==> src/rtl/assert_macros.svh <==
// Assertion macros for the RTL files of the motion and presence detector.
// No dependencies; included by files that carry concurrent checks.
`ifndef ASSERT_MACROS_SVH
`define ASSERT_MACROS_SVH

// Same-cycle implication, disabled while reset is low.
`define CSIMP_ASSERT_IMP(name, clk, rst_n, ante, cons) \
  name: assert property (@(posedge clk) disable iff (!rst_n) (ante) |-> (cons)) \
    else $error("csimp check failed");

// Next-cycle implication, disabled while reset is low.
`define CSIMP_ASSERT_NXT(name, clk, rst_n, ante, cons) \
  name: assert property (@(posedge clk) disable iff (!rst_n) (ante) |=> (cons)) \
    else $error("csimp check failed");

`endif

==> src/rtl/csimp_pkg.sv <==
// Package of the motion and presence detector: sizes, codes, item types, helpers.
// No dependencies; imported by the top, the front and back ends, the checker and the testbench.
package csimp_pkg;

  localparam int MAX_CARRIERS  = 128;
  localparam int RANGE_DEPTH   = 64;
  localparam int HISTORY_DEPTH = 32;

  localparam int CAR_AW   = $clog2(MAX_CARRIERS);
  localparam int CAR_CW   = $clog2(MAX_CARRIERS + 1);
  localparam int HIS_AW   = $clog2(HISTORY_DEPTH);
  localparam int HIS_CW   = $clog2(HISTORY_DEPTH + 1);
  localparam int AMP_W    = 9;
  localparam int NORM_W   = 15;
  localparam int SCALED_W = 16;
  localparam int TOT_W    = $clog2(MAX_CARRIERS * 256 + 1);

  localparam int QUEUE_DEPTH = 4;
  localparam int QUEUE_AW    = $clog2(QUEUE_DEPTH);
  localparam int QUEUE_CW    = $clog2(QUEUE_DEPTH + 1);

  localparam logic FUNC_SAMPLE = 1'b0;
  localparam logic FUNC_EVAL   = 1'b1;

  localparam logic [1:0] MODE_ABS   = 2'd1;
  localparam logic [1:0] MODE_RANGE = 2'd2;
  localparam logic [1:0] MODE_TRIM  = 2'd3;
  localparam logic [1:0] MODE_NONE  = 2'd0;

  localparam logic [1:0] REG_MODE    = 2'd0;
  localparam logic [1:0] REG_THR     = 2'd1;
  localparam logic [1:0] REG_TIMEOUT = 2'd2;

  localparam logic [1:0] EV_NONE  = 2'd0;
  localparam logic [1:0] EV_BEGIN = 2'd1;
  localparam logic [1:0] EV_END   = 2'd2;

  localparam logic [31:0] THR_ABS     = 32'd8;
  localparam logic [31:0] THR_RANGE   = 32'd150;
  localparam logic [31:0] THR_TRIM    = 32'd250;
  localparam logic [31:0] TIMEOUT_RST = 32'd15000;

  localparam int AMP_SCALE  = 100;
  localparam int BASE_KEEP  = 15;
  localparam int BASE_SHIFT = 4;
  localparam int MIN_TRIM_N = 6;
  localparam int TRIM_RECIP = 205;  // n * 205 >> 10 equals n / 5 for n below 1024
  localparam int TRIM_SHIFT = 10;
  localparam int MIN_RANGE_PKTS = 2;
  localparam int STREAK_MAX = 2;

  typedef struct packed {
    logic              func;
    logic signed [7:0] i_val;
    logic signed [7:0] q_val;
    logic              last;
    logic [31:0]       now_ms;
  } in_item_t;

  typedef struct packed {
    logic [31:0] score;
    logic        present;
    logic [1:0]  presence_event;
  } out_item_t;

  typedef struct packed {
    logic             is_eval;
    logic             last;
    logic [AMP_W-1:0] amp;
    logic [31:0]      now_ms;
  } op_t;

  typedef struct packed {
    logic [1:0]  mode;
    logic [31:0] threshold;
    logic [31:0] leave_timeout_ms;
  } cfg_t;

  function automatic logic [31:0] sat_add32(input logic [31:0] a, input logic [31:0] b);
    logic [32:0] s;
    s = {1'b0, a} + {1'b0, b};
    return s[32] ? 32'hFFFF_FFFF : s[31:0];
  endfunction

  function automatic logic [AMP_W-1:0] mag8(input logic signed [7:0] x);
    logic [AMP_W-1:0] ext;
    ext = {x[7], x};
    return x[7] ? (AMP_W'(0) - ext) : ext;
  endfunction

endpackage

==> src/rtl/csimp_front.sv <==
// Front end: accepts items, turns a sample into its amplitude, and queues operations.
// Depends on csimp_pkg.
module csimp_front
  import csimp_pkg::*;
(
  input  logic     clk,
  input  logic     rst_n,
  input  logic     in_valid,
  output logic     in_ready,
  input  in_item_t in_data,
  output logic     q_valid,
  output op_t      q_item,
  input  logic     q_pop
);

  op_t                 slot_r [QUEUE_DEPTH];
  logic [QUEUE_AW-1:0] wp_r, wp_nxt, rp_r, rp_nxt;
  logic [QUEUE_CW-1:0] cnt_r, cnt_nxt;
  logic                push;
  op_t                 op_new;

  assign in_ready = (cnt_r != QUEUE_CW'(QUEUE_DEPTH));
  assign push     = in_valid && in_ready;
  assign q_valid  = (cnt_r != '0);
  assign q_item   = slot_r[rp_r];

  always_comb begin
    op_new.is_eval = (in_data.func == FUNC_EVAL);
    op_new.last    = in_data.last;
    op_new.amp     = mag8(in_data.i_val) + mag8(in_data.q_val);
    op_new.now_ms  = in_data.now_ms;
  end

  always_comb begin
    wp_nxt  = push ? wp_r + QUEUE_AW'(1) : wp_r;
    rp_nxt  = q_pop ? rp_r + QUEUE_AW'(1) : rp_r;
    cnt_nxt = cnt_r + QUEUE_CW'(push) - QUEUE_CW'(q_pop);
  end

  always_ff @(posedge clk) begin
    if (!rst_n) begin
      wp_r  <= '0;
      rp_r  <= '0;
      cnt_r <= '0;
    end else begin
      wp_r  <= wp_nxt;
      rp_r  <= rp_nxt;
      cnt_r <= cnt_nxt;
    end
    if (push) begin
      slot_r[wp_r] <= op_new;
    end
  end

endmodule

==> config.mk <==
export PLATFORM = sky130hd
export DESIGN_NAME = csimp_front
export DESIGN_NICKNAME = d
export VERILOG_FILES = /design/src/rtl/assert_macros.svh /design/src/rtl/csimp_pkg.sv /design/src/rtl/csimp_front.sv
export SDC_FILE = /design/constraint.sdc
export NUM_CORES = 1
export LEC_CHECK = 0
export ABC_AREA = 1
export ABC_CLOCK_PERIOD_IN_PS = 3200
export BUFFER_PORTS_ARGS = -buffer_cell sky130_fd_sc_hd__buf_2
export CORE_ASPECT_RATIO = 0.9
export CORE_MARGIN = 1
export CORE_UTILIZATION = 50
export CTS_BUF_LIST = sky130_fd_sc_hd__clkbuf_4
export CTS_CLUSTER_SIZE = 28
export DETAILED_ROUTE_END_ITERATION = 8
export PLACE_DENSITY_LB_ADDON = 0.25
export SLEW_MARGIN = 10
export SYNTH_ARGS = -nofsm -noshare
export SYNTH_HDL_FRONTEND = slang
export SYNTH_SLANG_ARGS = --single-unit
==> constraint.sdc <==
create_clock -name clk -period 3.2 [get_ports clk]
set_input_delay 0.32 -clock clk [delete_from_list [all_inputs] [get_ports clk]]
set_output_delay 0.32 -clock clk [all_outputs]
set_load 0.01 [all_outputs]
==> results of run 1 <==
==> final timing paths <==
check | startpoint | to | slack [ns] | cells past startpoint
setup / recovery | flip-flop | q_item[37] | 0.63 | 4
hold / removal | q_pop | rp_r[0] | 0.08 | 4
setup reg to reg | cnt_r[1] | cnt_r[2] | 1.23 | 10
hold reg to reg | rp_r[1] | rp_r[1] | 0.46 | 1
==> per-stage QoR <==
stage / instance area [sq um] / cells
floorplan: 7480 / 603
global placement: 8190 / 880
detailed placement: 8190 / 880
CTS: 8820 / 947
global route: 8820 / 947
finish: 8820 / 947
==> synthesized netlist by cell type (2+ instances only) <==
library cell / instances / share of area (%)
o21ai_1: 7 / 0.47
xor2_1: 4 / 0.47
nor2_1: 105 / 5.3
ha_1: 16 / 2.7
o22ai_1: 43 / 3.6
inv_2: 2 / 0.10
nand2_1: 49 / 2.5
buf_6: 5 / 0.75
fa_1: 2 / 0.54
inv_1: 44 / 2.2
edfxtp_1: 172 / 69
nand4_1: 3 / 0.25
buf_2: 7 / 0.47
dfxtp_1: 9 / 2.4
buf_4: 5 / 0.50
nand3b_1: 2 / 0.20
a21oi_1: 6 / 0.40
nand3_1: 13 / 0.87
o21ai_0: 91 / 6.1
clkbuf_1: 11 / 0.55
xnor2_1: 3 / 0.35
==> registers in the layout (all words and copies together), names as in the netlist, named ones only <==
name and cells:
cnt_r 3, rp_r 2, slot_r 172, wp_r 2
==> cell families after synthesis <==
group	after synthesis	share of synthesized area, %
flip-flops	181	71.4
AND/OR/NAND/NOR	175	9.28
AO/OA/AOI/OAI	148	10.7
buffers and inverters	74	4.58
adder cells (fa/ha/maj)	18	3.21
XOR/XNOR	7	0.820
==> routing by layer <==
metal	part of all wire (%)	track usage, %
met5	0	0
met4	1.6	8.41
met3	5.5	5.00
met2	50	33.9
met1	43	23.5
==> power by group through the flow <==
stage	Clock (uW)	Sequential (uW)	Combinational, uW
after floorplan	0	3050	591
after global placement	0	3040	952
after detailed placement	0	3050	984
after CTS	1280	2990	1020
after global routing	1360	3020	1120
final	1240	2990	1010
==> worst reg2reg max path, cell delays in order, from the launching register on <==
cell     delay, ns
dfxtp_1       0.36
inv_1         0.09
nand3_1       0.11
nand2_2       0.19
ha_1          0.34
inv_1         0.04
ha_1          0.18
fa_1          0.36
inv_1         0.07
o21ai_0       0.08
a21oi_1       0.11
==> cell type report <==
type | instances | area share [%]
clock buffer | 17 | 1.45
tap | 198 | 2.81
timing repair buffer | 142 | 10.7
multi-input combinational | 348 | 20.7
clock inverter | 15 | 1.83
inverter | 46 | 1.96
sequential | 181 | 60.6
==> results by group, run 1 <==
Pwr
  – Clock power share: 23.7%
  – Comb pwr share: 19.2%
  – Int Pwr: 3710 uW
  – Flop pwr share: 57.1%
  – Pwr per Cell Area: 594 nW/um^2
  – Total power: 5240 uW
  – Sw power: 1540 uW
  – Pleak: 0.00336 uW
  – VDD IR max: 0.236 mV
  – Sw Ratio: 29.3%

Floorplanning
  – Die Y: 118 um
  – Core Area: 14,700 sq um
  – Die W: 131 um
  – DIE AREA: 15,500 sq um
  – FP Rows: 42
  – Initial cell density of the core: 51.0%
  – I/O Pins: 99

Logic synthesis
  – Syn Std Cell Area: 7480 sq um
  – Synth Instances: 603
  – Yosys warnings: 0
  – Seq cells post-synth: 181
  – Top FF cell, synth: edfxtp_1
  – Synth Area per Inst: 12.4 sq um
  – Fraction of registers with async set/reset: 0%
  – Yosys cell types: 25
  – Seq/Total Area, Yosys: 71.5%
  – Post-synth EDFFs: 172
  – Mapped Nets: 675

Clock tree
  – CTS root buffer: clkbuf_4
  – Clk sinks: 181
  – Cts bufs inserted: 17
  – CTS Buffer Depth: 2
  – Clock slew at reported path FFs: 0.15 ns
  – Worst-Skew Late Latency: 0.56 ns
  – Post-CTS Hold Buffers: 35
  – Post-CTS resize count: 0
  – Post-CTS setup buffers: 0
  – H-tree levels: 4
  – CTS tree: built

Global routing
  – Largest net degree at the start of global routing: 87
  – Number of global-route vias before repair: 4,821
  – Gr usage total: 19.8%
  – First-pass GRT wire length: 22.8 mm
  – Initial antenna violation count: 0
  – Grt total ovfl: 0

Setup path
  – WP data arrival: 2.25 ns
  – CP Capture Type: output pin
  – Largest fanout on the critical path: 86
  – Buf/Inv on CP: 2
  – Critical Path Max Stage Delay: 0.61 ns
  – Crit path cell chain: buf_4 -> o21ai_0 -> o22ai_1 -> buf_2
  – CP delay by family, top: buffers and inverters
  – Required @ worst endpoint: 2.88 ns
  – Slowest cell on crit path: buf_4
  – Worst setup path category: flip-flop to output pin
  – CP startpoint kind: flip-flop

Placement
  – Port Buffers: 98
  – Routability cong.: 0.810
  – Place WS: 0.687 ns
  – HPWL Detailed: 8.58 mm

Cells and area
  – Share of cells above drive strength 1: 19.8%
  – Multi-input gate area: 1820 sq um
  – Storage element area: 5350 sq um
  – Fillers: 1,172
  – Most frequent cells in the layout: edfxtp_1 (172), nor2_1 (101), buf_2 (98), o21ai_0 (91), nand2_1 (49)
  – Most common cell after layout, fill and taps aside: edfxtp_1
  – Ant diodes: 0
  – Area Growth Syn to Fin: 18.0%
  – Final Util: 60.2%
  – Fin nets: 808

STA
  – Hold WS: 0.0849 ns
  – Worst Tran Pin Value: 0.873 ns
  – Setup total negative slack: 0 ns
  – Final setup vio count: 0
  – FMAX: 389 MHz
  – Slew margin rel.: 41.8%
  – Final period util: 80.3%
  – Final min period: 2.57 ns
  – Pins over their slew limit: 0
  – Final worst setup slack: 0.629 ns
  – Clock Skew: 0.0146 ns
  – RSZ-0062 raised after global routing: no
  – Final hold violations: 0

Route
  – Starting DRT DRC Count: 356
  – Residual DRC: 0
  – Initial DRT Pass Iterations: 5
  – DR vias: 4,955
  – Avg WL per Cell: 15.4 um
  – Antenna Nets Post-Route: 0
  – Number of vias per cell: 5.23
  – Final WL: 14.6 mm

Hold path
  – HP Class: input pin to flip-flop

Flow run
  – Max Cap Violations: 0

Status
  – Status: finished clean
Note: power is estimated with default switching activity, not from simulation.
==> inputs of run 2 (changes only) <==
- ABC_AREA: 1 -> 0
- ABC_CLOCK_PERIOD_IN_PS: 3200 -> 2300
- clock period: 3.2 -> 2.3 ns (I/O delays scaled with it)
==> run 2 against run 1 <==
Non-clock buffer count rose by 5. Utilization rose by 1.5 points. Sequential share of layout area rose by 0.70 points. Power rose by 38%. Sequential power rose by 39%. Combinational power rose by 46%. Global-route usage fell by 2.0 points. Worst hold slack got worse by 0.017 ns. Flip-flop and latch count did not move. Final cell count fell by 25%. Via count fell by 26%.
==> results by group, run 2 <==
Logic synthesis
  – Synth area leader: edfxtp_1 (unchanged)
  – Seq cells post-synth: 181 (unchanged)
  – Syn Std Cell Area: 7320 sq um (was 7480 sq um)
  – Synth Instances: 351 (was 603)
  – Top FF cell, synth: edfxtp_1 (unchanged)
  – Post-synth EDFFs: 172 (unchanged)
  – Top post-synthesis cells by area: edfxtp_1 (71%), mux4_2 (13%), ha_1 (2.7%) (was edfxtp_1 (69%), o21ai_0 (6.1%), nor2_1 (5.3%))
  – Seq/Total Area, Yosys: 73.0% (was 71.5%)
  – Yosys warnings: 0 (unchanged)
  – Synth top area share: 70.6% (was 69.0%)
  – Yosys cell types: 36 (was 25)
  – Mapped Nets: 423 (was 675)
  – Fraction of registers with async set/reset: 0% (unchanged)
  – Synth cell count leaders: edfxtp_1 (172), mux4_2 (43), ha_1 (16), inv_1 (16), xnor2_1 (16) (was edfxtp_1 (172), nor2_1 (105), o21ai_0 (91))
  – Synth Area per Inst: 20.9 sq um (was 12.4 sq um)
  – Most numerous cell in the Yosys netlist: edfxtp_1 (unchanged)

Hold path
  – Hold_sp: q_pop (unchanged)
  – HP Class: input pin to flip-flop (unchanged)
  – WHS Path Cells: 3 (was 4)

Setup path
  – Buf/Inv on CP: 2 (unchanged)
  – Slowest cell on crit path: mux4_2 (was buf_4)
  – CP startpoint kind: flip-flop (unchanged)
  – CP Capture Type: output pin (unchanged)
  – Critical Path Max Stage Delay: 0.55 ns (was 0.61 ns)
  – R2R cell count: 10 (unchanged)
  – CP delay by family, top: multiplexers (was buffers and inverters)
  – Crit path cell chain: buf_16 -> mux4_2 -> buf_2 (was buf_4 -> o21ai_0 -> o22ai_1 -> buf_2)
  – R2R Setup Slk: 0.19 ns (was 1.23 ns)
  – Worst setup path category: flip-flop to output pin (unchanged)
  – WP data arrival: 1.94 ns (was 2.25 ns)
  – Required @ worst endpoint: 2.07 ns (was 2.88 ns)
  – RR Endpoint: cnt_r[2] (unchanged)
  – Largest fanout on the critical path: 24 (was 86)
  – Reg-to-Reg Start: cnt_r[1] (unchanged)

Route
  – Residual DRC: 0 (unchanged)
  – Antenna Nets Post-Route: 0 (unchanged)
  – Avg WL per Cell: 17.3 um (was 15.4 um)
  – Final WL: 12.3 mm (was 14.6 mm)
  – Starting DRT DRC Count: 204 (was 356)
  – Initial DRT Pass Iterations: 4 (was 5)
  – DR vias: 3,671 (was 4,955)
  – Number of vias per cell: 5.16 (was 5.23)

Flow run
  – Max Cap Violations: 0 (unchanged)

STA
  – FMAX: 461 MHz
  – Final setup vio count: 0 (unchanged)
  – Worst Tran Pin Value: 0.364 ns (was 0.873 ns)
  – Hold WS: 0.0677 ns (was 0.0849 ns)
  – Final hold violations: 0 (unchanged)
  – Setup total negative slack: 0 ns (unchanged)
  – Clock Skew: 0.0144 ns (was 0.0146 ns)
  – RSZ-0062 raised after global routing: yes (was no)
  – Slew margin rel.: 75.4% (was 41.8%)
  – Final worst setup slack: 0.131 ns (was 0.629 ns)
  – Pins over their slew limit: 0 (unchanged)
  – Final period util: 94.3%
  – Final min period: 2.17 ns

Floorplanning
  – Die W: 130 um (was 131 um)
  – Core Area: 14,200 sq um (was 14,700 sq um)
  – Die Y: 117 um (was 118 um)
  – DIE AREA: 15,100 sq um (was 15,500 sq um)
  – I/O Pins: 99 (unchanged)
  – FP Rows: 41 (was 42)
  – Initial cell density of the core: 51.7% (was 51.0%)

Pwr
  – Pwr per Cell Area: 829 nW/um^2 (was 594 nW/um^2)
  – Comb pwr share: 20.3% (was 19.2%)
  – Flop pwr share: 57.3% (was 57.1%)
  – Clock power share: 22.4% (was 23.7%)
  – VDD IR max: 0.639 mV (was 0.236 mV)
  – Pleak: 0.00306 uW (was 0.00336 uW)
  – Int Pwr: 5390 uW (was 3710 uW)
  – Sw Ratio: 25.5% (was 29.3%)
  – Sw power: 1840 uW (was 1540 uW)
  – Total power: 7240 uW (was 5240 uW)

Global routing
  – Gr usage total: 17.8% (was 19.8%)
  – Initial antenna violation count: 0 (unchanged)
  – First-pass GRT wire length: 19.3 mm (was 22.8 mm)
  – Largest net degree at the start of global routing: 42 (was 87)
  – Grt total ovfl: 0 (unchanged)
  – Number of global-route vias before repair: 3,714 (was 4,821)

Cells and area
  – Ant diodes: 0 (unchanged)
  – Share of cells above drive strength 1: 38.2% (was 19.8%)
  – Area Growth Syn to Fin: 19.2% (was 18.0%)
  – Biggest regs: slot_r (172), cnt_r (3) (unchanged)
  – Fin nets: 579 (was 808)
  – Most flops, register: slot_r (unchanged)
  – Most common cell after layout, fill and taps aside: edfxtp_1 (unchanged)
  – Most frequent cells in the layout: edfxtp_1 (172), buf_2 (98), mux4_2 (43), dlygate4sd3_1 (35), clkbuf_4 (19) (was edfxtp_1 (172), nor2_1 (101), buf_2 (98), o21ai_0 (91), nand2_1 (49))
  – Cell area after layout: 8730 sq um (was 8820 sq um)
  – Max reg flops: 172 (unchanged)

Clock tree
  – CTS Buffer Depth: 2 (unchanged)
  – CTS tree: built (unchanged)
  – Clock slew at reported path FFs: 0.13 ns (was 0.15 ns)
  – Cts bufs inserted: 17 (unchanged)
  – CTS root buffer: clkbuf_4 (unchanged)
  – H-tree levels: 4 (unchanged)
  – Clk sinks: 181 (unchanged)
  – Worst-Skew Late Latency: 0.54 ns (was 0.56 ns)

Placement
  – Place WS: -0.0255 ns (was 0.687 ns)
  – Post-DP Area: 8090 sq um (was 8190 sq um)
  – HPWL Detailed: 7.64 mm (was 8.58 mm)
  – Routability cong.: 0.755 (was 0.810)
  – Port Buffers: 98 (unchanged)

Status
  – Status: finished clean (unchanged)
-- run 2: changes by cell type after synthesis, sizes merged, moves of 13 or more --
cell	before	now
o21ai	98	6
mux4	0	43
nand3	13	0
inv	46	16
nor2	105	6
xnor2	3	16
o22ai	43	1
nand2	50	9
-- run 2: kinds of logic (layout without fill, tap and decap cells) --
group	count (synthesis)	in the layout	share of synthesized area [%]
and+or+nand+nor	42	42	3.38
buffers and inverters	26	194	2.39
DFF	181	181	73.0
muxes	43	43	13.2
adders and majority gates	18	18	3.28
xor gates and xnor gates	19	19	2.27
AOI/OAI and AO/OA	22	22	2.43
-- run 2: power by group through the flow --
stage | Combinational, uW | Clock (uW) | Sequential [uW]
after global placement | 1410 | 0 | 4210
after detailed placement | 1430 | 0 | 4240
after global routing | 1620 | 1810 | 4180
after CTS | 1500 | 1670 | 4150
final | 1470 | 1620 | 4150
after floorplan | 923 | 0 | 4200
-- run 2: per-layer routing --
metal / vias up / track usage [%] / share of wire [%]
met5: - / 0 / 0
met4: 0 / 5.12 / 0.92
met3: 12 / 6.32 / 5.6
met2: 87 / 28.4 / 48
met1: 1847 / 23.3 / 45
li1: 1725 / - / -
-- run 2: timing repair --
| action | CTS | global route |
|---|---|---|
| resized for setup | 0 | 1 |
| endpoints found under the setup margin | 33 | 2 |
| hold buffers | 35 | 0 |
| endpoints found under the hold margin | 145 | 0 |
| gates cloned | 0 | 0 |
| setup buffers | 3 | 0 |
-- run 2: worst min-delay path, stage by stage --
cell and delay [ns]:
buf_2 0.12, xor2_1 0.08, and2_1 0.15
-- run 2: how the worst max path moves through the flow --
stage / to / slack (ns) / depth (start not counted)
6_report: q_item[12] / 0.13 / 3
5_1_grt: q_item[12] / -0.002 / 3
4_1_cts: q_item[12] / 0.06 / 3
3_5_place_dp: slot_r[2][40] / -0.03 / 12
3_3_place_gp: slot_r[0][38] / 0.01 / 12
2_1_floorplan: slot_r[0][0] / 0.21 / 3
-- run 2: layout make-up --
| type | instances | area, sq um |
|---|---|---|
| clock inverters | 12 | 114 |
| repair buffers | 147 | 1020 |
| clock buffers | 19 | 143 |
| flip-flops and latches | 181 | 5350 |
| multi-input cells | 144 | 1810 |
| fillers | 1092 | 5430 |
| inverters | 16 | 60.1 |
| well taps | 193 | 241 |
-- run 2: through the flow --
stage | cells | utilization [%]
after floorplan | 351 | -
after global placement | 643 | 57.2
after detailed placement | 643 | 57.2
after CTS | 712 | 61.6
after global routing | 712 | 61.7
final | 712 | 61.7
